`config.mk`:
```
export PLATFORM = sky130hd
export DESIGN_NAME = cspp_ctrl
export DESIGN_NICKNAME = d
export VERILOG_FILES = /design/src/rtl/core/cubic_spline_path_points_unit_assert.svh /design/src/rtl/core/cspp_pkg.sv /design/src/rtl/core/cspp_ctrl.sv
export SDC_FILE = /design/constraint.sdc
export NUM_CORES = 1
export LEC_CHECK = 0
export BUFFER_PORTS_ARGS = -buffer_cell sky130_fd_sc_hd__buf_2
export CORE_UTILIZATION = 50
export DETAILED_ROUTE_END_ITERATION = 7
export GPL_TIMING_DRIVEN = 0
export PLACE_DENSITY = 0.81
export SETUP_SLACK_MARGIN = 0.2
export SLEW_MARGIN = 40
export SYNTH_ARGS = -nofsm -noshare
export SYNTH_HDL_FRONTEND = slang
export SYNTH_SLANG_ARGS = --single-unit
```
`constraint.sdc`:
```
create_clock -name clk -period 3.9 [get_ports clk]
set_input_delay 0.39 -clock clk [delete_from_list [all_inputs] [get_ports clk]]
set_output_delay 0.39 -clock clk [all_outputs]
set_load 0.005 [all_outputs]
```
`src/rtl/core/cubic_spline_path_points_unit_assert.svh`:
```
// Assertion macros used by the top-level RTL file.
`ifndef CUBIC_SPLINE_PATH_POINTS_UNIT_ASSERT_SVH
`define CUBIC_SPLINE_PATH_POINTS_UNIT_ASSERT_SVH

// Same-cycle implication, checked outside reset.
`define CSPP_ASSERT_NOW(lbl, ante, cons, msg) \
    lbl: assert property (@(posedge clk) disable iff (!rst_n) (ante) |-> (cons)) \
        else $error(msg);

// Next-cycle implication, checked outside reset.
`define CSPP_ASSERT_NEXT(lbl, ante, cons, msg) \
    lbl: assert property (@(posedge clk) disable iff (!rst_n) (ante) |=> (cons)) \
        else $error(msg);

`endif

```
`src/rtl/core/cspp_pkg.sv`:
```
`default_nettype none
package cspp_pkg;

    localparam int MAX_POINTS   = 64;
    localparam int K_W          = $clog2(MAX_POINTS);
    localparam int CORDIC_STEPS = 30;
    localparam int SQRT_STEPS   = 32;
    localparam int POS_W        = 32;
    localparam int HEAD_W       = 20;
    localparam int STEP_W       = 17;
    localparam int Z_W          = 35;
    localparam int XY_W         = 33;
    localparam int MAG_W        = 33;
    localparam int TAN_W        = 36;
    localparam int COEF_W       = 38;
    localparam int V_W          = 40;
    localparam int IN_W         = 168;
    localparam int OUT_W        = 88;
    localparam logic [STEP_W-1:0] STEP_RESET = 17'd3277;
    localparam logic [STEP_W:0]   T_ONE      = 18'd65536;

    localparam logic signed [Z_W-1:0]  PI_Q30      = 35'sd3373259426;
    localparam logic signed [Z_W-1:0]  HALF_PI_Q30 = 35'sd1686629713;
    localparam logic signed [Z_W-1:0]  TWO_PI_Q30  = 35'sd6746518852;
    localparam logic signed [XY_W-1:0] GAIN_Q30    = 33'sd652032874;

    typedef enum logic [3:0] {
        OP_IDLE,
        OP_LOAD,
        OP_SQUARE,
        OP_SQ_SUM,
        OP_SQRT,
        OP_TRIG_INIT,
        OP_CORDIC,
        OP_TRIG_SAVE,
        OP_TAN_MUL,
        OP_TAN_SAVE,
        OP_COEF,
        OP_PT_INIT,
        OP_PT_MUL,
        OP_PT_ADD,
        OP_PT_SAVE,
        OP_EMIT
    } op_t;

    typedef struct packed {
        op_t        op;
        logic [4:0] idx;
        logic       sel;
        logic       first;
        logic       last;
    } cmd_t;

    typedef struct packed {
        logic t_end;
    } sts_t;

    function automatic logic signed [Z_W-1:0] atan_q30(input logic [4:0] i);
        logic signed [Z_W-1:0] r;
        case (i)
            5'd0:    r = 35'sd843314856;
            5'd1:    r = 35'sd497837829;
            5'd2:    r = 35'sd263043836;
            5'd3:    r = 35'sd133525158;
            5'd4:    r = 35'sd67021686;
            5'd5:    r = 35'sd33543515;
            5'd6:    r = 35'sd16775850;
            5'd7:    r = 35'sd8388437;
            5'd8:    r = 35'sd4194282;
            5'd9:    r = 35'sd2097149;
            5'd10:   r = 35'sd1048575;
            5'd11:   r = 35'sd524287;
            5'd12:   r = 35'sd262143;
            5'd13:   r = 35'sd131071;
            5'd14:   r = 35'sd65535;
            5'd15:   r = 35'sd32767;
            5'd16:   r = 35'sd16383;
            5'd17:   r = 35'sd8191;
            5'd18:   r = 35'sd4095;
            5'd19:   r = 35'sd2047;
            5'd20:   r = 35'sd1023;
            5'd21:   r = 35'sd511;
            5'd22:   r = 35'sd255;
            5'd23:   r = 35'sd127;
            5'd24:   r = 35'sd63;
            5'd25:   r = 35'sd31;
            5'd26:   r = 35'sd15;
            5'd27:   r = 35'sd7;
            5'd28:   r = 35'sd3;
            5'd29:   r = 35'sd1;
            default: r = '0;
        endcase
        return r;
    endfunction

endpackage
`default_nettype wire

```
`src/rtl/core/cspp_ctrl.sv`:
```
`default_nettype none
module cspp_ctrl (
    input  wire logic          clk,
    input  wire logic          rst_n,
    input  wire logic          s_tvalid,
    output logic               s_tready,
    output logic               m_tvalid,
    input  wire logic          m_tready,
    input  wire cspp_pkg::sts_t sts,
    output cspp_pkg::cmd_t     cmd
);
    import cspp_pkg::*;

    typedef enum logic [3:0] {
        S_IDLE,
        S_SQUARE,
        S_SUM,
        S_SQRT,
        S_TINIT,
        S_CORDIC,
        S_TSAVE,
        S_TMUL,
        S_TANSAVE,
        S_COEF,
        S_PINIT,
        S_PMUL,
        S_PADD,
        S_PSAVE,
        S_EMIT
    } state_t;

    state_t         state_reg;
    logic [4:0]     i_reg;
    logic           sel_reg;
    logic [K_W-1:0] k_reg;
    logic           m_valid_reg;
    logic           emit_ok;
    logic           last_pt;

    assign emit_ok  = !m_valid_reg || m_tready;
    assign last_pt  = (k_reg == K_W'(MAX_POINTS - 1)) || sts.t_end;
    assign s_tready = (state_reg == S_IDLE);
    assign m_tvalid = m_valid_reg;

    always_comb
    begin
        cmd       = '0;
        cmd.op    = OP_IDLE;
        cmd.idx   = i_reg;
        cmd.sel   = sel_reg;
        cmd.first = (k_reg == '0);
        cmd.last  = last_pt;
        case (state_reg)
            S_IDLE:    cmd.op = s_tvalid ? OP_LOAD : OP_IDLE;
            S_SQUARE:  cmd.op = OP_SQUARE;
            S_SUM:     cmd.op = OP_SQ_SUM;
            S_SQRT:    cmd.op = OP_SQRT;
            S_TINIT:   cmd.op = OP_TRIG_INIT;
            S_CORDIC:  cmd.op = OP_CORDIC;
            S_TSAVE:   cmd.op = OP_TRIG_SAVE;
            S_TMUL:    cmd.op = OP_TAN_MUL;
            S_TANSAVE: cmd.op = OP_TAN_SAVE;
            S_COEF:    cmd.op = OP_COEF;
            S_PINIT:   cmd.op = OP_PT_INIT;
            S_PMUL:    cmd.op = OP_PT_MUL;
            S_PADD:    cmd.op = OP_PT_ADD;
            S_PSAVE:   cmd.op = OP_PT_SAVE;
            S_EMIT:    cmd.op = emit_ok ? OP_EMIT : OP_IDLE;
            default:   cmd.op = OP_IDLE;
        endcase
    end

    always_ff @(posedge clk or negedge rst_n)
    begin
        if (!rst_n)
        begin
            state_reg   <= S_IDLE;
            i_reg       <= '0;
            sel_reg     <= 1'b0;
            k_reg       <= '0;
            m_valid_reg <= 1'b0;
        end
        else
        begin
            if (state_reg == S_EMIT && emit_ok)
            begin
                m_valid_reg <= 1'b1;
            end
            else if (m_tready)
            begin
                m_valid_reg <= 1'b0;
            end
            case (state_reg)
                S_IDLE:
                begin
                    if (s_tvalid)
                    begin
                        state_reg <= S_SQUARE;
                    end
                end
                S_SQUARE:
                begin
                    state_reg <= S_SUM;
                end
                S_SUM:
                begin
                    i_reg     <= '0;
                    state_reg <= S_SQRT;
                end
                S_SQRT:
                begin
                    if (i_reg == 5'(SQRT_STEPS - 1))
                    begin
                        sel_reg   <= 1'b0;
                        state_reg <= S_TINIT;
                    end
                    i_reg <= i_reg + 5'd1;
                end
                S_TINIT:
                begin
                    i_reg     <= '0;
                    state_reg <= S_CORDIC;
                end
                S_CORDIC:
                begin
                    if (i_reg == 5'(CORDIC_STEPS - 1))
                    begin
                        state_reg <= S_TSAVE;
                    end
                    i_reg <= i_reg + 5'd1;
                end
                S_TSAVE:
                begin
                    i_reg <= '0;
                    if (!sel_reg)
                    begin
                        sel_reg   <= 1'b1;
                        state_reg <= S_TINIT;
                    end
                    else
                    begin
                        state_reg <= S_TMUL;
                    end
                end
                S_TMUL:
                begin
                    state_reg <= S_TANSAVE;
                end
                S_TANSAVE:
                begin
                    if (i_reg == 5'd3)
                    begin
                        state_reg <= S_COEF;
                    end
                    else
                    begin
                        state_reg <= S_TMUL;
                    end
                    i_reg <= i_reg + 5'd1;
                end
                S_COEF:
                begin
                    k_reg     <= '0;
                    sel_reg   <= 1'b0;
                    state_reg <= S_PINIT;
                end
                S_PINIT:
                begin
                    i_reg     <= 5'd1;
                    state_reg <= S_PMUL;
                end
                S_PMUL:
                begin
                    state_reg <= S_PADD;
                end
                S_PADD:
                begin
                    if (i_reg == 5'd3)
                    begin
                        state_reg <= S_PSAVE;
                    end
                    else
                    begin
                        state_reg <= S_PMUL;
                    end
                    i_reg <= i_reg + 5'd1;
                end
                S_PSAVE:
                begin
                    if (!sel_reg)
                    begin
                        sel_reg   <= 1'b1;
                        state_reg <= S_PINIT;
                    end
                    else
                    begin
                        state_reg <= S_EMIT;
                    end
                end
                S_EMIT:
                begin
                    if (emit_ok)
                    begin
                        sel_reg <= 1'b0;
                        k_reg   <= k_reg + K_W'(1);
                        if (last_pt)
                        begin
                            state_reg <= S_IDLE;
                        end
                        else
                        begin
                            state_reg <= S_PINIT;
                        end
                    end
                end
                default:
                begin
                    state_reg <= S_IDLE;
                end
            endcase
        end
    end

endmodule
`default_nettype wire

```
==> After elaboration in Yosys (flattened, before gate mapping) <==
Index checks and enable logic that the tools add are counted.
W data, S select, Z words.
{ "word_totals": {"register_bits": 17, "output_inout_bits": 14} }
{ "classes": {"add_sub_neg": 2, "n_eq_ne": 22, "muxes": 21, "n_reduce_logical": 16} }
{ "ops": {"columns": ["operator", "n"], "rows": [
  ["$pmux W4 S15", 2],
  ["$eq A4 B4 Y1 const B", 7],
  ["$mux W4", 7],
  ["$eq A4 B3 Y1 const B", 4],
  ["$pmux W5 S3", 1],
  ["$pmux W6 S2", 1],
  ["$eq A5 B5 Y1 const B", 2],
  ["$eq A4 B2 Y1 const B", 2],
  ["$ne A2 B2 Y1 const B", 4],
  ["$add A6 B1 Y6 const B", 1],
  ["$eq A6 B6 Y1 const B", 1],
  ["$logic_not A6 Y1", 1],
  ["$mux W3", 2],
  ["$mux W6", 1],
  ["$add A5 B1 Y5 const B", 1],
  ["$eq A5 B2 Y1 const B", 1],
  ["$mux W1", 5],
  ["$eq A4 B1 Y1 const B", 1],
  ["$logic_not A4 Y1", 1],
  ["$pmux W1 S4", 1],
  ["$reduce_and A4 Y1", 1],
  ["$reduce_bool A2 Y1", 2],
  ["$reduce_bool A4 Y1", 1],
  ["$reduce_or A4 Y1", 1],
  ["other kinds (9)", 10]
]} }

==> Logic depth before layout (Yosys ltp) <==
{ "depth": {"ltp_word": 5, "ltp_mapped": 7, "ltp_nobuf": 6} }

==> Worst setup path after synthesis <==
OpenSTA, ideal clock, no wires.
{ "synth_path": {"path_type": "register to register", "start": "reg i_reg[0]", "end": "reg state_reg[2]", "setup_ps": 126, "t_arrival_ps": 1801, "required_ps": 3774, "slack_ps": 1972, "stages_incl_launch_ff": 7, "period_less_slack_ps": 1928, "cell_sequence": "dfrtp_1 ha_1 and3_1 ha_1 o32ai_2 nor4_2 a311o_1"} }
{ "synth_via": {"elab_chain_len": 3} }
{ "synth_rtl": {"columns": ["element", "line_no", "source"], "rows": [
  ["from (decl)", "cspp_ctrl.sv:33", "logic [4:0] i_reg;"],
  ["from (signal assigned)", "cspp_ctrl.sv:117", "i_reg <= i_reg + 5'd1;"],
  ["from (signal assigned)", "cspp_ctrl.sv:130", "i_reg <= i_reg + 5'd1;"],
  ["from (signal assigned)", "cspp_ctrl.sv:159", "i_reg <= i_reg + 5'd1;"],
  ["$eq A5 B2 Y1 (tied with other cells)", "cspp_ctrl.sv:151, cspp_ctrl.sv:178", null],
  ["$mux W3 (tied with other cells)", "cspp_ctrl.sv:178", "if (i_reg == 5'd3)"],
  ["$pmux W4 S15 or $reduce_and A4 Y1 (tied branches)", null, null],
  ["to (signal assigned)", "cspp_ctrl.sv:98", "state_reg <= S_SQUARE;"],
  ["to (signal assigned)", "cspp_ctrl.sv:153", "state_reg <= S_COEF;"],
  ["to (signal assigned)", "cspp_ctrl.sv:180", "state_reg <= S_PSAVE;"],
  ["to (decl)", "cspp_ctrl.sv:32", "state_t state_reg;"]
]} }
Several ways; a longest one is shown, not always the timed one.
A chain may end at the register's enable or synchronous reset.

==> impl_metrics.toml <==
[timing]
slew-limit-headroom_pct = 69.3
setup_viol = 0
fin_skew_ps = 18.1
timing.final.crit_share_pct = 58.0
hold_ws_ps = 447
rsz0062_at_grt = "no"
layout_min_cycle_time_ps = 2260
max_freq_mhz = 442
setup_tns_ps = 0
hold_viol = 0
max_slew.worst_pin.slew_ps = 460
maxSlewViolCount = 0

[finish]
drive_gt1_share_pct = 22.4
diodes = 0
fin_cells = 227
largest_register_ffs = 6
syn2layout_area_growth_pct = 11.4
layout.nets = 207
nFillCells = 255

[detailed_routing]
viasPerCell = 6.39
wl_per_cell_um = 16.2
via_count = 1450
postRouteAntennaNets = 0
drc_errors = 0
drt_iter0_markers = 81
drt_first_pass_iters = 5
totalWireLength_um = 3690

[global_route]
met3_usage_pct = 3.26
gr-total-overflow = 0
grt_use_met1_pct = 30.3
grt_pass1_wl_um = 5890
grt-busiest-layer = "met2"
use_met2_pct = 40.6
first_global_vias = 1332
grt_max_degree = 18
antenna_found_initial = 0
grt_usage_pct = 23.6

[clock_network]
htreeDepth = 1
cts_hold_buf = 1
cts_buffers = 3
cts_tree = "yes"
clock-sinks = 17
post_cts_resize_count = 0
clock_latency_ps = 320
ctsRootBufferMaster = "clkbuf_4"
cts_setup_buffers = 0
cts.clk_slew.worst_paths_ps = 120
clock_path_buffers = 2

[setup_path]
cp.arrival_ps = 1870
startpoint_type = "register"
crit_start = "state_reg[3]"
crit_chain = "buf_2 > buf_2 > buf_1 > a21oi_1 > o22a_1 > buf_2"
r2r_start = "i_reg[0]"
rrSetupSlack_ps = 1660
cp_num_buf_inv = 4
required_ps = 3510
critPathCaptureType = "primary output"
crit_family = "buffers and inverters"
cpPeakStageDelay_ps = 400
worstSetupPathType = "register to primary output"
slowest_stage = "buf_1"
crit_top_cell = "buf_2"
crit_fanout = 10

[synthesis]
synth_edf_count = 0
yosys_warnings = 0
synth_common_cells = "dfrtp_1 (17), nand2_1 (12), nor2_1 (12)"
ys_async_sr_fraction_pct = 100
syn_area_mm2 = 0.00146
ys_ff_latch = 17
synth_cell_types = 58
yosys-top-cells-area = "dfrtp_1 (29%), ha_1 (4.3%), nand2b_1 (3.8%), a21oi_1 (3.8%), o21ai_0 (3.4%)"
synth_ff_type = "dfrtp_1"
synth_top_area_share_pct = 29.1
synthCells = 173
synth_top_area_cell = "dfrtp_1"
synth-seq-area-share_pct = 29.1
syn_nets = 183
syn_avg_cell_area_um2 = 8.45
yosysMostFrequentCell = "dfrtp_1"

[hold_path]
hold_start = "m_tready"
hold_path_class = "input port to register"

[pwr]
power_frac_clock_pct = 36.1
pwr-share-comb_pct = 3.0
pwr-share-seq_pct = 60.9
power_mw = 0.289
max-vdd-ir-drop_v = 0.000133
power_density_mw_per_mm2 = 177
internal-power_mw = 0.218
cellLeakagePower_nw = 0.700
switching_share_pct = 24.7
p_switching_mw = 0.0714

[floorplan]
die_x_um = 56.1
die_h_um = 56.1
coreArea_mm2 = 0.00276
rows = 19
start_util_pct = 53.0
die-area_mm2 = 0.00315
pin_count = 19

[job]
drv_cap = 0

[place]
gp_congestion = 0.887
dpl.cell_count = 222
portBuffers = 18
dp_hpwl_um = 2620

[run_status]
status = "finished, final reports clean"
cells in the final DEF (no fill, tap or decap), types with 2 or more instances in the layout:
master	count
a2111oi_0	2
a211o_1	3
a21oi_1	11
a22o_1	2
a31oi_1	2
and2_1	3
and3_1	2
buf_2	25
buf_4	5
clkbuf_4	3
dfrtp_1	17
ha_1	5
inv_1	5
mux2i_1	3
nand2_1	12
nand2b_1	9
nand3_1	5
nor2_1	12
nor2b_1	2
nor3_1	5
nor3b_1	3
nor4_1	2
o21ai_0	10
o21ai_1	2
o22ai_1	3
o31ai_1	4
or2_1	2
or3_1	2
or4_1	2
xor2_1	2
area by class of cell:
class	count	area, µm²	area share [%]
inverter	6	22.5	1.38
timing repair buffer	19	100	6.14
clock inverter	1	5.00	0.307
sequential	17	425	26.1
tap	31	38.8	2.38
buffer	15	91.3	5.61
multi-input combinational	135	923	56.7
clock buffer	3	22.5	1.38
final timing paths:
path                                end  cells after the start
min                            m_tvalid                      3
max in group asynchronous      k_reg[4]                      2
min reg2reg                    k_reg[4]                      1
min in group asynchronous      i_reg[2]                      2
max reg2reg                state_reg[2]                      6
max                             cmd[10]                      6
power groups by stage:
stage / combinational [mW] / sequential [mW] / clock (mW)
6_report: 0.00862 / 0.176 / 0.104
5_1_grt: 0.00951 / 0.176 / 0.112
4_1_cts: 0.00878 / 0.176 / 0.106
3_5_place_dp: 0.00807 / 0.180 / 0
3_3_place_gp: 0.00787 / 0.180 / 0
2_1_floorplan: 0.00141 / 0.180 / 0
metrics by stage:
stage                     util [%]  cell area [µm²]  setup slack, ps
final                         59.1             1630             1640
after global routing          59.1             1630             1500
after CTS                     59.1             1630             1660
after detailed placement      57.7             1590             1750
after global placement        57.7             1590             1810
after floorplan                  -             1460             1970
worst min-delay path: stages:
cell	delay (ps)
buf_2	80
or2b_2	190
nand2_1	70
layer usage:
layer	vias up	share of wire [%]
li1	686	-
met1	693	44
met2	61	48
met3	10	6.3
met4	0	2.0
met5	-	0
kinds of logic after synthesis:
family                     count (synthesis)  synth area share, %
AOI/OAI and AO/OA                         53                 25.6
xor gates and xnor gates                   2                 1.20
and+or+nand+nor                           70                 28.6
buffers and inverters                     21                 7.78
muxes                                      4                 2.82
adders and majority gates                  6                 4.96
DFF                                       17                 29.1
Power figures use the tool's default switching activity.
